==> config.mk <==
export PLATFORM = sky130hd
export DESIGN_NAME = battery_ratio_gauge_averaged_core
export DESIGN_NICKNAME = d
export VERILOG_FILES = /design/src/design/brg_pkg.sv /design/src/design/brg_cell.sv /design/src/design/brg_divider.sv /design/src/design/battery_ratio_gauge_averaged_core.sv
export SDC_FILE = /design/constraint.sdc
export NUM_CORES = 1
export LEC_CHECK = 0
export ABC_AREA = 1
export BUFFER_PORTS_ARGS = -buffer_cell sky130_fd_sc_hd__buf_2
export CELL_PAD_IN_SITES_DETAIL_PLACEMENT = 2
export CELL_PAD_IN_SITES_GLOBAL_PLACEMENT = 2
export CORE_MARGIN = 4
export CORE_UTILIZATION = 41
export DETAILED_ROUTE_END_ITERATION = 10
export PLACE_DENSITY = 0.85
export SLEW_MARGIN = 5
export SYNTH_ARGS = -nofsm -noshare
export SYNTH_HDL_FRONTEND = slang
export SYNTH_SLANG_ARGS = --single-unit
==> constraint.sdc <==
create_clock -name clk -period 8 [get_ports clk]
set_input_delay 0.8 -clock clk [delete_from_list [all_inputs] [get_ports clk]]
set_output_delay 0.8 -clock clk [all_outputs]
set_load 0.05 [all_outputs]
==> src/design/brg_pkg.sv <==
// ============================================================================
// brg_pkg: shared types and constants
// Field widths, register indexes and divider control types for the
// averaged battery ratio gauge.
// ============================================================================
`default_nettype none

package brg_pkg;

    // Field widths
    localparam int TAP_W      = 12;
    localparam int CODE_W     = 12;
    localparam int REFMV_W    = 12;
    localparam int NOM_W      = 12;
    localparam int THR_W      = 12;
    localparam int EMPTY_W    = 13;
    localparam int MV_W       = 14;
    localparam int PCT_W      = 7;

    // Fixed-point value: tap(12) * nominal(12) * 2 with 8 fraction bits
    localparam int FRAC_BITS  = 8;
    localparam int Q_W        = TAP_W + NOM_W + 1 + FRAC_BITS;
    localparam int DVS_W      = 12;
    localparam int CNT_W      = $clog2(Q_W + 1);

    localparam int WINDOW_DEF = 8;

    localparam logic [MV_W-1:0]  MV_MAX   = 14'd16383;
    localparam logic [MV_W-1:0]  FULL_MV  = 14'd4200;
    localparam logic [PCT_W-1:0] PCT_MAX  = 7'd100;

    // Configuration port
    localparam int CFG_ADDR_W = 2;
    localparam int CFG_DATA_W = 13;
    localparam logic [CFG_ADDR_W-1:0] CFG_REF_NOMINAL = 2'd0;
    localparam logic [CFG_ADDR_W-1:0] CFG_CHARGE_THR  = 2'd1;
    localparam logic [CFG_ADDR_W-1:0] CFG_EMPTY_MV    = 2'd2;

    localparam logic [NOM_W-1:0]   NOM_RESET   = 12'd1650;
    localparam logic [THR_W-1:0]   THR_RESET   = 12'd2300;
    localparam logic [EMPTY_W-1:0] EMPTY_RESET = 13'd3400;

    typedef struct packed {
        logic [REFMV_W-1:0] ref_mv;
        logic [TAP_W-1:0]   tap_mv;
    } sample_t;

    typedef struct packed {
        logic             start;
        logic [CNT_W-1:0] iters;
    } div_ctrl_t;

    typedef struct packed {
        logic busy;
        logic done;
    } div_stat_t;

endpackage

`default_nettype wire

==> src/design/brg_cell.sv <==
// ============================================================================
// brg_cell: one sample cell of the averaging window
// Holds one tap/reference sample pair and hands it to the next cell on shift.
// ============================================================================
`default_nettype none

module brg_cell (
    input  wire              clk,
    input  wire              shift,
    input  brg_pkg::sample_t din,
    output brg_pkg::sample_t dout
);
    import brg_pkg::*;

    sample_t sample_reg;

    // Payload only: contents stay undefined until the first shift reaches it
    always_ff @(posedge clk)
    begin
        if (shift)
        begin
            sample_reg <= din;
        end
    end

    assign dout = sample_reg;

endmodule

`default_nettype wire

==> src/design/brg_divider.sv <==
// ============================================================================
// brg_divider: shared restoring divider
// One quotient bit per cycle; the dividend is left-aligned and the number of
// iterations sets how many quotient bits are produced.
// ============================================================================
`default_nettype none

module brg_divider (
    input  wire                            clk,
    input  wire                            rst_n,
    input  brg_pkg::div_ctrl_t             ctrl,
    input  wire [brg_pkg::Q_W-1:0]         dividend,
    input  wire [brg_pkg::DVS_W-1:0]       divisor,
    output brg_pkg::div_stat_t             stat,
    output logic [brg_pkg::Q_W-1:0]        quotient
);
    import brg_pkg::*;

    logic [Q_W-1:0]   dvd_reg, dvd_next;
    logic [Q_W-1:0]   quo_reg, quo_next;
    logic [DVS_W-1:0] rem_reg, rem_next;
    logic [DVS_W-1:0] dvs_reg, dvs_next;
    logic [CNT_W-1:0] cnt_reg, cnt_next;
    logic             busy_reg, busy_next;
    logic             done_reg, done_next;

    logic [DVS_W:0]   trial;
    logic [DVS_W:0]   diff;
    logic             fits;

    assign trial = {rem_reg, dvd_reg[Q_W-1]};
    assign diff  = trial - {1'b0, dvs_reg};
    assign fits  = (trial >= {1'b0, dvs_reg});

    always_comb
    begin
        dvd_next  = dvd_reg;
        quo_next  = quo_reg;
        rem_next  = rem_reg;
        dvs_next  = dvs_reg;
        cnt_next  = cnt_reg;
        busy_next = busy_reg;
        done_next = 1'b0;
        if (ctrl.start)
        begin
            dvd_next  = dividend;
            dvs_next  = divisor;
            quo_next  = '0;
            rem_next  = '0;
            cnt_next  = ctrl.iters;
            busy_next = 1'b1;
        end
        else if (busy_reg)
        begin
            dvd_next = {dvd_reg[Q_W-2:0], 1'b0};
            quo_next = {quo_reg[Q_W-2:0], fits};
            rem_next = fits ? diff[DVS_W-1:0] : trial[DVS_W-1:0];
            cnt_next = cnt_reg - 1'b1;
            if (cnt_reg == CNT_W'(1))
            begin
                busy_next = 1'b0;
                done_next = 1'b1;
            end
        end
    end

    always_ff @(posedge clk or negedge rst_n)
    begin
        if (!rst_n)
        begin
            cnt_reg  <= '0;
            busy_reg <= 1'b0;
            done_reg <= 1'b0;
        end
        else
        begin
            cnt_reg  <= cnt_next;
            busy_reg <= busy_next;
            done_reg <= done_next;
        end
    end

    always_ff @(posedge clk)
    begin
        dvd_reg <= dvd_next;
        quo_reg <= quo_next;
        rem_reg <= rem_next;
        dvs_reg <= dvs_next;
    end

    assign stat.busy = busy_reg;
    assign stat.done = done_reg;
    assign quotient  = quo_reg;

endmodule

`default_nettype wire

==> src/design/battery_ratio_gauge_averaged_core.sv <==
// ============================================================================
// battery_ratio_gauge_averaged_core: averaged battery gauge with ratio fix
// Moving-average battery voltage and percent estimate from tap and reference
// samples, with charging detection and change reporting.
// ============================================================================
// Usage:
//   Input stream (s_*): one beat per sample set; tdata carries tap_mv,
//   ref_code and ref_mv. Output stream (m_*): one beat per input beat with
//   battery_mv, percent, charging, changed and valid_res.
//   Config channel (cfg_*): always ready; cfg_addr selects ref_nominal_mv (0),
//   charge_raw_threshold (1) or empty_mv (2); other indexes are ignored.
//   Write it only while no sample is in flight.
// Sequencing:
//   One sample is worked at a time. A charging beat or one with zero
//   averaged reference skips the ratio division. Two window averages and
//   the ratio quotient run through the shared bit-serial divider in turn.
//   The next beat is accepted as soon as the previous result sits in the
//   output register, even if the receiver has not taken it yet.
// Reset:
//   Control registers return to their defaults, the window is empty, held
//   values are 4200 mV / 100 %; the first valid result is flagged changed.
// Stall:
//   A stalled output holds its beat; a finished result waits in the final
//   step until the output register frees up, and no new beat is taken.
// ============================================================================
`default_nettype none

module battery_ratio_gauge_averaged_core #(
    parameter int WINDOW = brg_pkg::WINDOW_DEF
) (
    input  wire                               clk,
    input  wire                               rst_n,
    // tdata: tap_mv[11:0], ref_code[23:12], ref_mv[35:24], zero fill [39:36]
    input  wire                               s_tvalid,
    output logic                              s_tready,
    input  wire [39:0]                        s_tdata,
    // tdata: battery_mv[13:0], percent[20:14], charging[21], changed[22],
    //        valid_res[23]
    output logic                              m_tvalid,
    input  wire                               m_tready,
    output logic [23:0]                       m_tdata,
    input  wire                               cfg_valid,
    output logic                              cfg_ready,
    input  wire [brg_pkg::CFG_ADDR_W-1:0]     cfg_addr,
    input  wire [brg_pkg::CFG_DATA_W-1:0]     cfg_data
);
    import brg_pkg::*;

    localparam int FILL_W    = $clog2(WINDOW + 1);
    localparam int SUM_W     = $clog2(((1 << TAP_W) - 1) * WINDOW + 1);
    localparam int AVG_SHIFT = Q_W - SUM_W;

    // Sequencer states
    localparam logic [3:0] S_IDLE     = 4'd0;
    localparam logic [3:0] S_TAP_GO   = 4'd1;
    localparam logic [3:0] S_TAP_WAIT = 4'd2;
    localparam logic [3:0] S_REF_GO   = 4'd3;
    localparam logic [3:0] S_REF_WAIT = 4'd4;
    localparam logic [3:0] S_MUL      = 4'd5;
    localparam logic [3:0] S_Q_GO     = 4'd6;
    localparam logic [3:0] S_Q_WAIT   = 4'd7;
    localparam logic [3:0] S_FIN      = 4'd8;

    logic [3:0] state_reg, state_next;

    // Configuration registers
    logic [NOM_W-1:0]   nom_reg;
    logic [THR_W-1:0]   thr_reg;
    logic [EMPTY_W-1:0] empty_reg;

    // Window bookkeeping
    logic [FILL_W-1:0] fill_reg;
    logic [SUM_W-1:0]  tap_sum_reg;
    logic [SUM_W-1:0]  ref_sum_reg;
    logic              charging_reg;

    // Working values
    logic [TAP_W-1:0]         avg_tap_reg;
    logic [REFMV_W-1:0]       avg_ref_reg;
    logic [TAP_W+NOM_W-1:0]   prod_reg;
    logic [Q_W-1:0]           q_reg;

    // Held and reported state
    logic [MV_W-1:0]  held_mv_reg;
    logic [PCT_W-1:0] held_pct_reg;
    logic [PCT_W-1:0] rep_pct_reg;
    logic             rep_valid_reg;
    logic             rep_chg_reg;

    logic             m_tvalid_reg;
    logic [23:0]      m_tdata_reg;

    // Input unpacking
    logic [TAP_W-1:0]   in_tap;
    logic [CODE_W-1:0]  in_code;
    logic [REFMV_W-1:0] in_ref;
    logic               s_accept;

    assign in_tap   = s_tdata[11:0];
    assign in_code  = s_tdata[23:12];
    assign in_ref   = s_tdata[35:24];
    assign s_tready = (state_reg == S_IDLE);
    assign s_accept = s_tvalid && s_tready;
    assign cfg_ready = 1'b1;

    // ------------------------------------------------------------------
    // Sample window: chain of cells, newest at the head. A running sum
    // adds the new sample and drops the one falling off the tail once
    // the window is full.
    // ------------------------------------------------------------------
    sample_t chain [0:WINDOW];
    logic    window_full;

    assign chain[0].tap_mv = in_tap;
    assign chain[0].ref_mv = in_ref;
    assign window_full     = (fill_reg == FILL_W'(WINDOW));

    genvar gi;
    generate
        for (gi = 0; gi < WINDOW; gi++)
        begin : g_cell
            brg_cell u_cell (
                .clk   (clk),
                .shift (s_accept),
                .din   (chain[gi]),
                .dout  (chain[gi+1])
            );
        end
    endgenerate

    // ------------------------------------------------------------------
    // Shared divider and its operand selection
    // ------------------------------------------------------------------
    div_ctrl_t        div_ctrl;
    div_stat_t        div_stat;
    logic [Q_W-1:0]   div_dividend;
    logic [DVS_W-1:0] div_divisor;
    logic [Q_W-1:0]   div_quotient;

    always_comb
    begin
        div_ctrl.start = 1'b0;
        div_ctrl.iters = CNT_W'(SUM_W);
        div_dividend   = Q_W'(tap_sum_reg) << AVG_SHIFT;
        div_divisor    = DVS_W'(fill_reg);
        case (state_reg)
            S_TAP_GO:
            begin
                div_ctrl.start = 1'b1;
            end
            S_REF_GO:
            begin
                div_ctrl.start = 1'b1;
                div_dividend   = Q_W'(ref_sum_reg) << AVG_SHIFT;
            end
            S_Q_GO:
            begin
                div_ctrl.start = 1'b1;
                div_ctrl.iters = CNT_W'(Q_W);
                div_dividend   = Q_W'(prod_reg) << (FRAC_BITS + 1);
                div_divisor    = avg_ref_reg;
            end
            default:
            begin
                div_ctrl.start = 1'b0;
            end
        endcase
    end

    brg_divider u_div (
        .clk      (clk),
        .rst_n    (rst_n),
        .ctrl     (div_ctrl),
        .dividend (div_dividend),
        .divisor  (div_divisor),
        .stat     (div_stat),
        .quotient (div_quotient)
    );

    // ------------------------------------------------------------------
    // Final rounding, saturation and percent
    // ------------------------------------------------------------------
    logic                 out_free;
    logic                 invalid;
    logic [Q_W:0]         mv_sum;
    logic [Q_W-FRAC_BITS:0] mv_full;
    logic [MV_W-1:0]      mv_sat;
    logic [Q_W-1:0]       base;
    logic [Q_W:0]         pdiff;
    logic [Q_W-FRAC_BITS-3:0] pq;
    logic [PCT_W-1:0]     pct;
    logic                 changed;

    assign out_free = !m_tvalid_reg || m_tready;
    assign invalid  = !charging_reg && (avg_ref_reg == '0);
    assign mv_sum   = {1'b0, q_reg} + (Q_W+1)'(1 << (FRAC_BITS - 1));
    assign mv_full  = mv_sum[Q_W:FRAC_BITS];
    assign mv_sat   = (mv_full > (Q_W-FRAC_BITS+1)'(MV_MAX)) ? MV_MAX : mv_full[MV_W-1:0];
    assign base     = Q_W'(empty_reg) << FRAC_BITS;
    // (q - base + half step) / step, step = 8 mV at 8 fraction bits
    assign pdiff    = {1'b0, q_reg - base} + (Q_W+1)'(1 << (FRAC_BITS + 2));
    assign pq       = pdiff[Q_W:FRAC_BITS+3];
    assign pct      = (q_reg < base) ? '0 :
                      (pq > (Q_W-FRAC_BITS-2)'(PCT_MAX)) ? PCT_MAX : pq[PCT_W-1:0];
    assign changed  = !rep_valid_reg || (pct != rep_pct_reg) ||
                      (charging_reg != rep_chg_reg);

    // ------------------------------------------------------------------
    // Sequencer
    // ------------------------------------------------------------------
    always_comb
    begin
        state_next = state_reg;
        case (state_reg)
            S_IDLE:
            begin
                if (s_accept)
                begin
                    state_next = S_TAP_GO;
                end
            end
            S_TAP_GO:
            begin
                state_next = S_TAP_WAIT;
            end
            S_TAP_WAIT:
            begin
                if (div_stat.done)
                begin
                    state_next = S_REF_GO;
                end
            end
            S_REF_GO:
            begin
                state_next = S_REF_WAIT;
            end
            S_REF_WAIT:
            begin
                if (div_stat.done)
                begin
                    state_next = S_MUL;
                end
            end
            S_MUL:
            begin
                if (charging_reg || (avg_ref_reg == '0))
                begin
                    state_next = S_FIN;
                end
                else
                begin
                    state_next = S_Q_GO;
                end
            end
            S_Q_GO:
            begin
                state_next = S_Q_WAIT;
            end
            S_Q_WAIT:
            begin
                if (div_stat.done)
                begin
                    state_next = S_FIN;
                end
            end
            S_FIN:
            begin
                if (out_free)
                begin
                    state_next = S_IDLE;
                end
            end
            default:
            begin
                state_next = S_IDLE;
            end
        endcase
    end

    // Control state
    always_ff @(posedge clk or negedge rst_n)
    begin
        if (!rst_n)
        begin
            state_reg     <= S_IDLE;
            nom_reg       <= NOM_RESET;
            thr_reg       <= THR_RESET;
            empty_reg     <= EMPTY_RESET;
            fill_reg      <= '0;
            tap_sum_reg   <= '0;
            ref_sum_reg   <= '0;
            held_mv_reg   <= FULL_MV;
            held_pct_reg  <= PCT_MAX;
            rep_pct_reg   <= '0;
            rep_valid_reg <= 1'b0;
            rep_chg_reg   <= 1'b0;
            m_tvalid_reg  <= 1'b0;
        end
        else
        begin
            state_reg <= state_next;

            if (cfg_valid && cfg_ready)
            begin
                case (cfg_addr)
                    CFG_REF_NOMINAL: nom_reg   <= cfg_data[NOM_W-1:0];
                    CFG_CHARGE_THR:  thr_reg   <= cfg_data[THR_W-1:0];
                    CFG_EMPTY_MV:    empty_reg <= cfg_data[EMPTY_W-1:0];
                    default:         nom_reg   <= nom_reg;
                endcase
            end

            // Advance the window on every accepted beat
            if (s_accept)
            begin
                tap_sum_reg <= tap_sum_reg + SUM_W'(in_tap)
                               - (window_full ? SUM_W'(chain[WINDOW].tap_mv) : '0);
                ref_sum_reg <= ref_sum_reg + SUM_W'(in_ref)
                               - (window_full ? SUM_W'(chain[WINDOW].ref_mv) : '0);
                if (!window_full)
                begin
                    fill_reg <= fill_reg + 1'b1;
                end
            end

            if (m_tvalid_reg && m_tready)
            begin
                m_tvalid_reg <= 1'b0;
            end

            if ((state_reg == S_FIN) && out_free)
            begin
                m_tvalid_reg <= 1'b1;
                if (!invalid)
                begin
                    held_mv_reg  <= mv_sat;
                    held_pct_reg <= pct;
                    if (changed)
                    begin
                        rep_valid_reg <= 1'b1;
                        rep_pct_reg   <= pct;
                        rep_chg_reg   <= charging_reg;
                    end
                end
            end
        end
    end

    // Datapath
    always_ff @(posedge clk)
    begin
        if (s_accept)
        begin
            charging_reg <= (in_code > thr_reg);
        end
        if ((state_reg == S_TAP_WAIT) && div_stat.done)
        begin
            avg_tap_reg <= div_quotient[TAP_W-1:0];
        end
        if ((state_reg == S_REF_WAIT) && div_stat.done)
        begin
            avg_ref_reg <= div_quotient[REFMV_W-1:0];
        end
        if (state_reg == S_MUL)
        begin
            prod_reg <= avg_tap_reg * nom_reg;
            q_reg    <= Q_W'(avg_tap_reg) << (FRAC_BITS + 1);
        end
        if ((state_reg == S_Q_WAIT) && div_stat.done)
        begin
            q_reg <= div_quotient;
        end
        if ((state_reg == S_FIN) && out_free)
        begin
            if (invalid)
            begin
                m_tdata_reg <= {1'b0, 1'b0, 1'b0, held_pct_reg, held_mv_reg};
            end
            else
            begin
                m_tdata_reg <= {1'b1, changed, charging_reg, pct, mv_sat};
            end
        end
    end

    assign m_tvalid = m_tvalid_reg;
    assign m_tdata  = m_tdata_reg;

    // ------------------------------------------------------------------
    // Assertions
    // ------------------------------------------------------------------
    // The window is never empty while a beat is being worked
    a_fill_nonzero: assert property (@(posedge clk) disable iff (!rst_n)
        (state_reg != S_IDLE) |-> (fill_reg != '0))
        else $error("window empty during processing");

    // The divider runs only while the sequencer waits on it
    a_div_owner: assert property (@(posedge clk) disable iff (!rst_n)
        div_stat.busy |-> ((state_reg == S_TAP_WAIT) || (state_reg == S_REF_WAIT) ||
                           (state_reg == S_Q_WAIT)))
        else $error("divider busy outside a wait step");

    // A held (invalid) result never reports a change
    a_invalid_quiet: assert property (@(posedge clk) disable iff (!rst_n)
        (m_tvalid && !m_tdata[23]) |-> (!m_tdata[22] && !m_tdata[21]))
        else $error("invalid result flagged changed or charging");

    // Percent stays within its range
    a_pct_range: assert property (@(posedge clk) disable iff (!rst_n)
        m_tvalid |-> (m_tdata[20:14] <= PCT_MAX))
        else $error("percent out of range");

endmodule

`default_nettype wire
==> impl_metrics.toml, run 1 <==
[synth]
netlist_instances = 2951
synth_flop_cell = "sky130_fd_sc_hd__edfxtp_1"
netlist-cell-type-count = 64
main_area_contributors_after_synthesis = "sky130_fd_sc_hd__edfxtp_1, sky130_fd_sc_hd__fa_1, sky130_fd_sc_hd__nand2_1"
yosysSeqAreaShare = 0.489
async_flop_share = 0.235
number_of_storage_elements_in_the_synthesis_netlist = 486
synth_largest_type_area_fraction = 0.353
synth_enable_flop_cells = 327
syn_nets = 3270
yosysTopAreaCell = "sky130_fd_sc_hd__edfxtp_1"
syn-mean-instance-area_um2 = 9.42
post_synth_instance_area_um2 = 27800
ys_warn_count = 0

[timing]
setup_violations = 0
slew_headroom = 0.110
unrepaired_setup_endpoints_after_global_routing = "no"
setup_total_negative_slack_ps = 0
period_share = 0.868
worst-slew-pin-transition_ps = 1330
min_period_ps = 6940
fin_skew_ps = 36.2
number_of_failing_hold_endpoints_at_the_final_stage = 0
drv_slew = 0
fmax_mhz = 144
final_critical_path_setup_slack_ps = 1060

[clock_network]
cts_setup_buffers = 0
ctsResizeCount = 0
tritoncts = "built"
clkTransAtPathRegs_ps = 70
cts_hold_buffers = 0
clock_sinks = 486
ctsRootBufferMaster = "sky130_fd_sc_hd__clkbuf_16"
htreeDepth = 2
cts_buffers = 53
cts.path.max_buffers = 3
insertion_delay_ps = 650

[power_and_ir_drop]
vdd_ir_drop_max_v = 0.000214
cellPowerDensity_nw_per_um2 = 409
power.total_uw = 12700
cellLeakagePower_uw = 0.0143

[placed_design]
portBuffers = 81
dp_hpwl_um = 67100
gpl.final_weighted_congestion = 0.829
place_ws_ps = 1510

[worst_setup_path]
reg2reg_from = "avg_tap_reg[7]"
worstSetupEndpoint = "prod_reg[20]"
timing.critical_path.from = "avg_tap_reg[7]"
timing.rr.end = "prod_reg[20]"
path_depth = 24
cp-start-kind = "register"
crit_path_end_kind = "register"
crit_type = "register to register"
critPathRequiredTime_ps = 8400
critical_path.max_fanout = 13
critical-path-top-delay-family = "adder cells"
path_cells = "nand2_1 -> fa_1 -> fa_1 -> inv_1 -> fa_1 -> inv_1 -> fa_1 -> inv_1 -> fa_1 -> ha_1 -> a21oi_1 -> nor2_1 -> a211oi_1 -> o31ai_1 -> a31o_2 -> a21oi_1 -> o21bai_1 -> nand2_1 -> nand2_1 -> nand2_1 -> a21boi_0 -> o21ai_0 -> nand2_1 -> xor2_1"
cp_data_arrival_time_ps = 7340
worstRegToRegCells = 24
critical-path-max-stage-delay_ps = 800
rrSetupSlack_ps = 1060
crit_path_top_delay_cell = "sky130_fd_sc_hd__edfxtp_1"
critPathBufInv = 3

[floorplan]
placeableCoreArea_um2 = 67200
chipHeight_um = 268
core.rowCount = 95
initial_core_util = 0.414
die_w_um = 268
die_area_um2 = 72000
io_pins = 87

[global_route]
first_global_vias = 25500
grt_pass1_wl_um = 162000
globalRouteTotalUtil = 0.297
grt_start_max_net_pins = 125
number_of_antenna_violations_at_the_first_check_in_global_routing = 2
grt_overflow = 0

[final_layout]
layout.nets = 3341
layout.cells.most_common = "sky130_fd_sc_hd__nand2_1"
p_r_area_growth_vs_syn_pct = 11.4
post_route_cells_drive_above_1_share = 0.110
largest_register_ffs = 192
layout_common_cells = "sky130_fd_sc_hd__nand2_1, sky130_fd_sc_hd__inv_1, sky130_fd_sc_hd__edfxtp_1"

[run_status]
outcome = "finished, final reports clean"

[detailed_routing]
drt.antenna.violating_nets = 0
drt-pass1-iter-count = 5
detailedRoute.firstIterationViolations = 1507
routed-via-count = 22300
drt-total-wl_um = 107000
post_route_drc = 0
routedWlPerCell_um = 27.3
route.detailed.vias_per_inst = 5.65

[flow_run]
max-cap-violations = 0

[worst_hold_path]
holdCritPathClass = "primary input to async pin"
==> kinds of logic (layout without fill, tap and decap cells) <==
group / count (synthesis) / in the layout / share of synthesized area
buffers and inverters: 677 / 793 / 0.0919
xor gates and xnor gates: 57 / 57 / 0.0180
AOI/OAI and AO/OA: 355 / 355 / 0.0750
DFF: 486 / 486 / 0.489
and+or+nand+nor: 1115 / 1115 / 0.175
adders and majority gates: 259 / 259 / 0.150
muxes: 1 / 1 / 0.000360
other: 1 / 2 / 0.000135
==> synth_stat cells, types with 40 or more instances <==
master	number
sky130_fd_sc_hd__xor2_1	49
sky130_fd_sc_hd__dfrtp_1	89
sky130_fd_sc_hd__o22ai_1	40
sky130_fd_sc_hd__edfxtp_1	327
sky130_fd_sc_hd__nor2_1	202
sky130_fd_sc_hd__o21ai_0	167
sky130_fd_sc_hd__inv_1	561
sky130_fd_sc_hd__clkbuf_1	69
sky130_fd_sc_hd__fa_1	125
sky130_fd_sc_hd__ha_1	134
sky130_fd_sc_hd__nand2_1	664
sky130_fd_sc_hd__a21oi_1	67
sky130_fd_sc_hd__dfxtp_1	45
sky130_fd_sc_hd__nand3_1	90
==> worst min path at each step <==
stage                                          from                   endpoint  slack [ps]
final                                         rst_n             rep_pct_reg[2]         290
after global routing                     s_tdata[8]   g_cell[0].u_cell.dout[8]         330
after detailed placement  g_cell[5].u_cell.dout[22]  g_cell[6].u_cell.dout[22]         410
after CTS                               s_tdata[11]  g_cell[0].u_cell.dout[11]         320
after global placement    g_cell[6].u_cell.dout[13]  g_cell[7].u_cell.dout[13]         400
after floorplan            g_cell[0].u_cell.dout[0]   g_cell[1].u_cell.dout[0]         400
==> stage by stage <==
step           instance area (µm²)  std cells  hold WS (ps)  utilization
2_1_floorplan                27800       2951           400            -
3_3_place_gp                 29100       3839           402        0.433
3_5_place_dp                 29100       3839           406        0.433
4_1_cts                      30900       3939           319        0.461
5_1_grt                      31000       3940           329        0.461
6_report                     31000       3941           287        0.461
==> where the power goes <==
part	internal (µW)	total [µW]	switching, µW
Combinational	1810	5880	4070
Clock	1520	2710	1200
Sequential	3590	4070	478
Total	6920	12700	5740
==> area by class of cell <==
type	count	area, µm²
multi-input combinational	1788	11600
tap	873	1090
antenna	1	2.50
fill	6984	36200
inverter	599	2260
timing repair buffer	94	526
clock inverter	36	435
sequential	486	13600
clock buffer	64	1400
==> per-layer routing <==
| layer | wire, µm | global-route usage | up-vias |
|---|---|---|---|
| li1 | - | - | 9586 |
| met1 | 40400 | 0.341 | 11600 |
| met2 | 55600 | 0.535 | 756 |
| met3 | 4950 | 0.0472 | 353 |
| met4 | 6510 | 0.153 | 0 |
| met5 | 0 | 0 | - |
No activity file was read; power rests on OpenSTA's default activity.
==> run 2: changes to the inputs <==
==> constraint.sdc (replaced) <==
create_clock -name clk -period 7.36 [get_ports clk]
set_input_delay 0.736 -clock clk [delete_from_list [all_inputs] [get_ports clk]]
set_output_delay 0.736 -clock clk [all_outputs]
set_load 0.05 [all_outputs]
==> impl_metrics.toml, run 2 (same netlist as run 1, synthesis figures left out) <==
[placed_design]
dp_hpwl_um = 65600
portBuffers = 81
numPlacedInstances = 3842
gpl.final_weighted_congestion = 0.840

[worst_setup_path]
critPathRequiredTime_ps = 7760
critical_path.max_fanout = 13
crit_path_top_delay_cell = "sky130_fd_sc_hd__edfxtp_1"
crit_type = "register to register"
crit_path_end_kind = "register"
cp-start-kind = "register"
critical-path-max-stage-delay_ps = 800
critPathBufInv = 3
path_cells = "nand2_1 -> fa_1 -> fa_1 -> inv_1 -> fa_1 -> inv_1 -> fa_1 -> inv_1 -> fa_1 -> ha_1 -> a21oi_1 -> nor2_1 -> a211oi_1 -> o31ai_1 -> a31o_2 -> a21oi_1 -> o21bai_1 -> nand2_1 -> nand2_1 -> nand2_1 -> a21boi_0 -> o21ai_0 -> nand2_1 -> xor2_1"
critical-path-top-delay-family = "adder cells"
cp_data_arrival_time_ps = 7370

[floorplan]
die_w_um = 268
initial_core_util = 0.414
placeableCoreArea_um2 = 67200
die_area_um2 = 72000
core.rowCount = 95
chipHeight_um = 268
io_pins = 87

[detailed_routing]
drt.antenna.violating_nets = 0
routedWlPerCell_um = 27.4
routed-via-count = 22200
detailedRoute.firstIterationViolations = 1692
drt-pass1-iter-count = 5
post_route_drc = 0
drt-total-wl_um = 108000
route.detailed.vias_per_inst = 5.64

[power_and_ir_drop]
cellPowerDensity_nw_per_um2 = 450
power_frac_clock = 0.219
power_frac_comb = 0.464
power.share.switching = 0.452
p_sw_uw = 6310
vdd_ir_drop_max_v = 0.000251
cellLeakagePower_uw = 0.0143
seq_power_share = 0.316
cellInternalPower_uw = 7640

[global_route]
globalRouteTotalUtil = 0.298
first_global_vias = 25600
grt_start_max_net_pins = 109
number_of_antenna_violations_at_the_first_check_in_global_routing = 1
grt_pass1_wl_um = 163000
grt_overflow = 0
groute.layer.met3.usage = 0.0482
grt_busiest_layer = "met2"
grt_util_met2 = 0.538
use_met1 = 0.344

[final_layout]
fin_util = 0.462
layout.nets = 3343
layout_common_cells = "sky130_fd_sc_hd__nand2_1, sky130_fd_sc_hd__inv_1, sky130_fd_sc_hd__edfxtp_1"
final-instance-count-excl-fill = 3938
post_route_cells_drive_above_1_share = 0.111
insertedDiodeCount = 0
layout.cells.most_common = "sky130_fd_sc_hd__nand2_1"
fill_cells = 7009
largest_register_ffs = 192
p_r_area_growth_vs_syn_pct = 11.6

[timing]
slew_headroom = 0.0673
number_of_failing_hold_endpoints_at_the_final_stage = 0
setup_total_negative_slack_ps = 0
fin_skew_ps = 47.8
min_period_ps = 6970
fmax_mhz = 143
drv_slew = 0
worst-slew-pin-transition_ps = 1400
unrepaired_setup_endpoints_after_global_routing = "no"
period_share = 0.947
setup_violations = 0

[worst_hold_path]
holdCritPathClass = "primary input to async pin"

[clock_network]
ctsResizeCount = 0
ctsRootBufferMaster = "sky130_fd_sc_hd__clkbuf_16"
cts.path.max_buffers = 3
cts_hold_buffers = 0
tritoncts = "built"
insertion_delay_ps = 650
clock_sinks = 486
cts_buffers = 53
cts_setup_buffers = 0
clkTransAtPathRegs_ps = 80
htreeDepth = 2

[flow_run]
max-cap-violations = 0

[run_status]
outcome = "finished, final reports clean"
## run 2: final cells by class
type | instances | area [µm²] | share of cell area
flip-flops and latches | 486 | 13600 | 0.438
multi-input cells | 1788 | 11600 | 0.375
inverters | 599 | 2260 | 0.0727
clock buffers | 58 | 1370 | 0.0440
well taps | 873 | 1090 | 0.0352
clock inverters | 38 | 544 | 0.0175
repair buffers | 96 | 520 | 0.0168
## run 2: routing by layer
layer,share of wire,vias to the layer above
li1,-,9565
met1,0.38,11600
met2,0.52,753
met3,0.046,354
met4,0.057,2
met5,0.00016,-
## run 2: power groups by stage
| stage | Sequential, µW | Combinational (µW) | Clock (µW) |
|---|---|---|---|
| global placement | 4280 | 4970 | 0 |
| detailed placement | 4380 | 5690 | 0 |
| finish | 4410 | 6480 | 3060 |
| global route | 4450 | 6970 | 3190 |
| CTS | 4400 | 6390 | 3080 |
| floorplan | 4180 | 3900 | 0 |
## run 2: metrics by stage
stage	area [µm²]	setup WS (ps)	hold WS [ps]	power (µW)
floorplan	27800	1670	400	8080
global placement	29100	1410	401	9250
detailed placement	29100	852	405	10100
CTS	31000	454	237	13900
global route	31000	119	271	14600
finish	31000	390	202	14000
## run 2: worst reg2reg max path, delay by kind of cell, from the launching register on
kind,cells,cell delay [ps]
xor gates and xnor gates,1,160
buffers and inverters,3,210
DFF,1,800
AOI/OAI and AO/OA,8,1650
adders and majority gates,6,3140
and+or+nand+nor,6,810
## run 2: worst paths after layout
path | to | slack (ps) | start | cells past startpoint
setup / recovery | prod_reg[20] | 390 | avg_tap_reg[4] | 24
hold / removal | rep_pct_reg[6] | 200 | rst_n | 1
setup reg to reg | prod_reg[20] | 390 | avg_tap_reg[4] | 24
hold reg to reg | g_cell[1].u_cell.dout[12] | 420 | g_cell[0].u_cell.dout[12] | 0
max in group asynchronous | tap_sum_reg[6] | 5630 | rst_n | 2
min in group clk | g_cell[0].u_cell.dout[10] | 290 | s_tdata[10] | 1
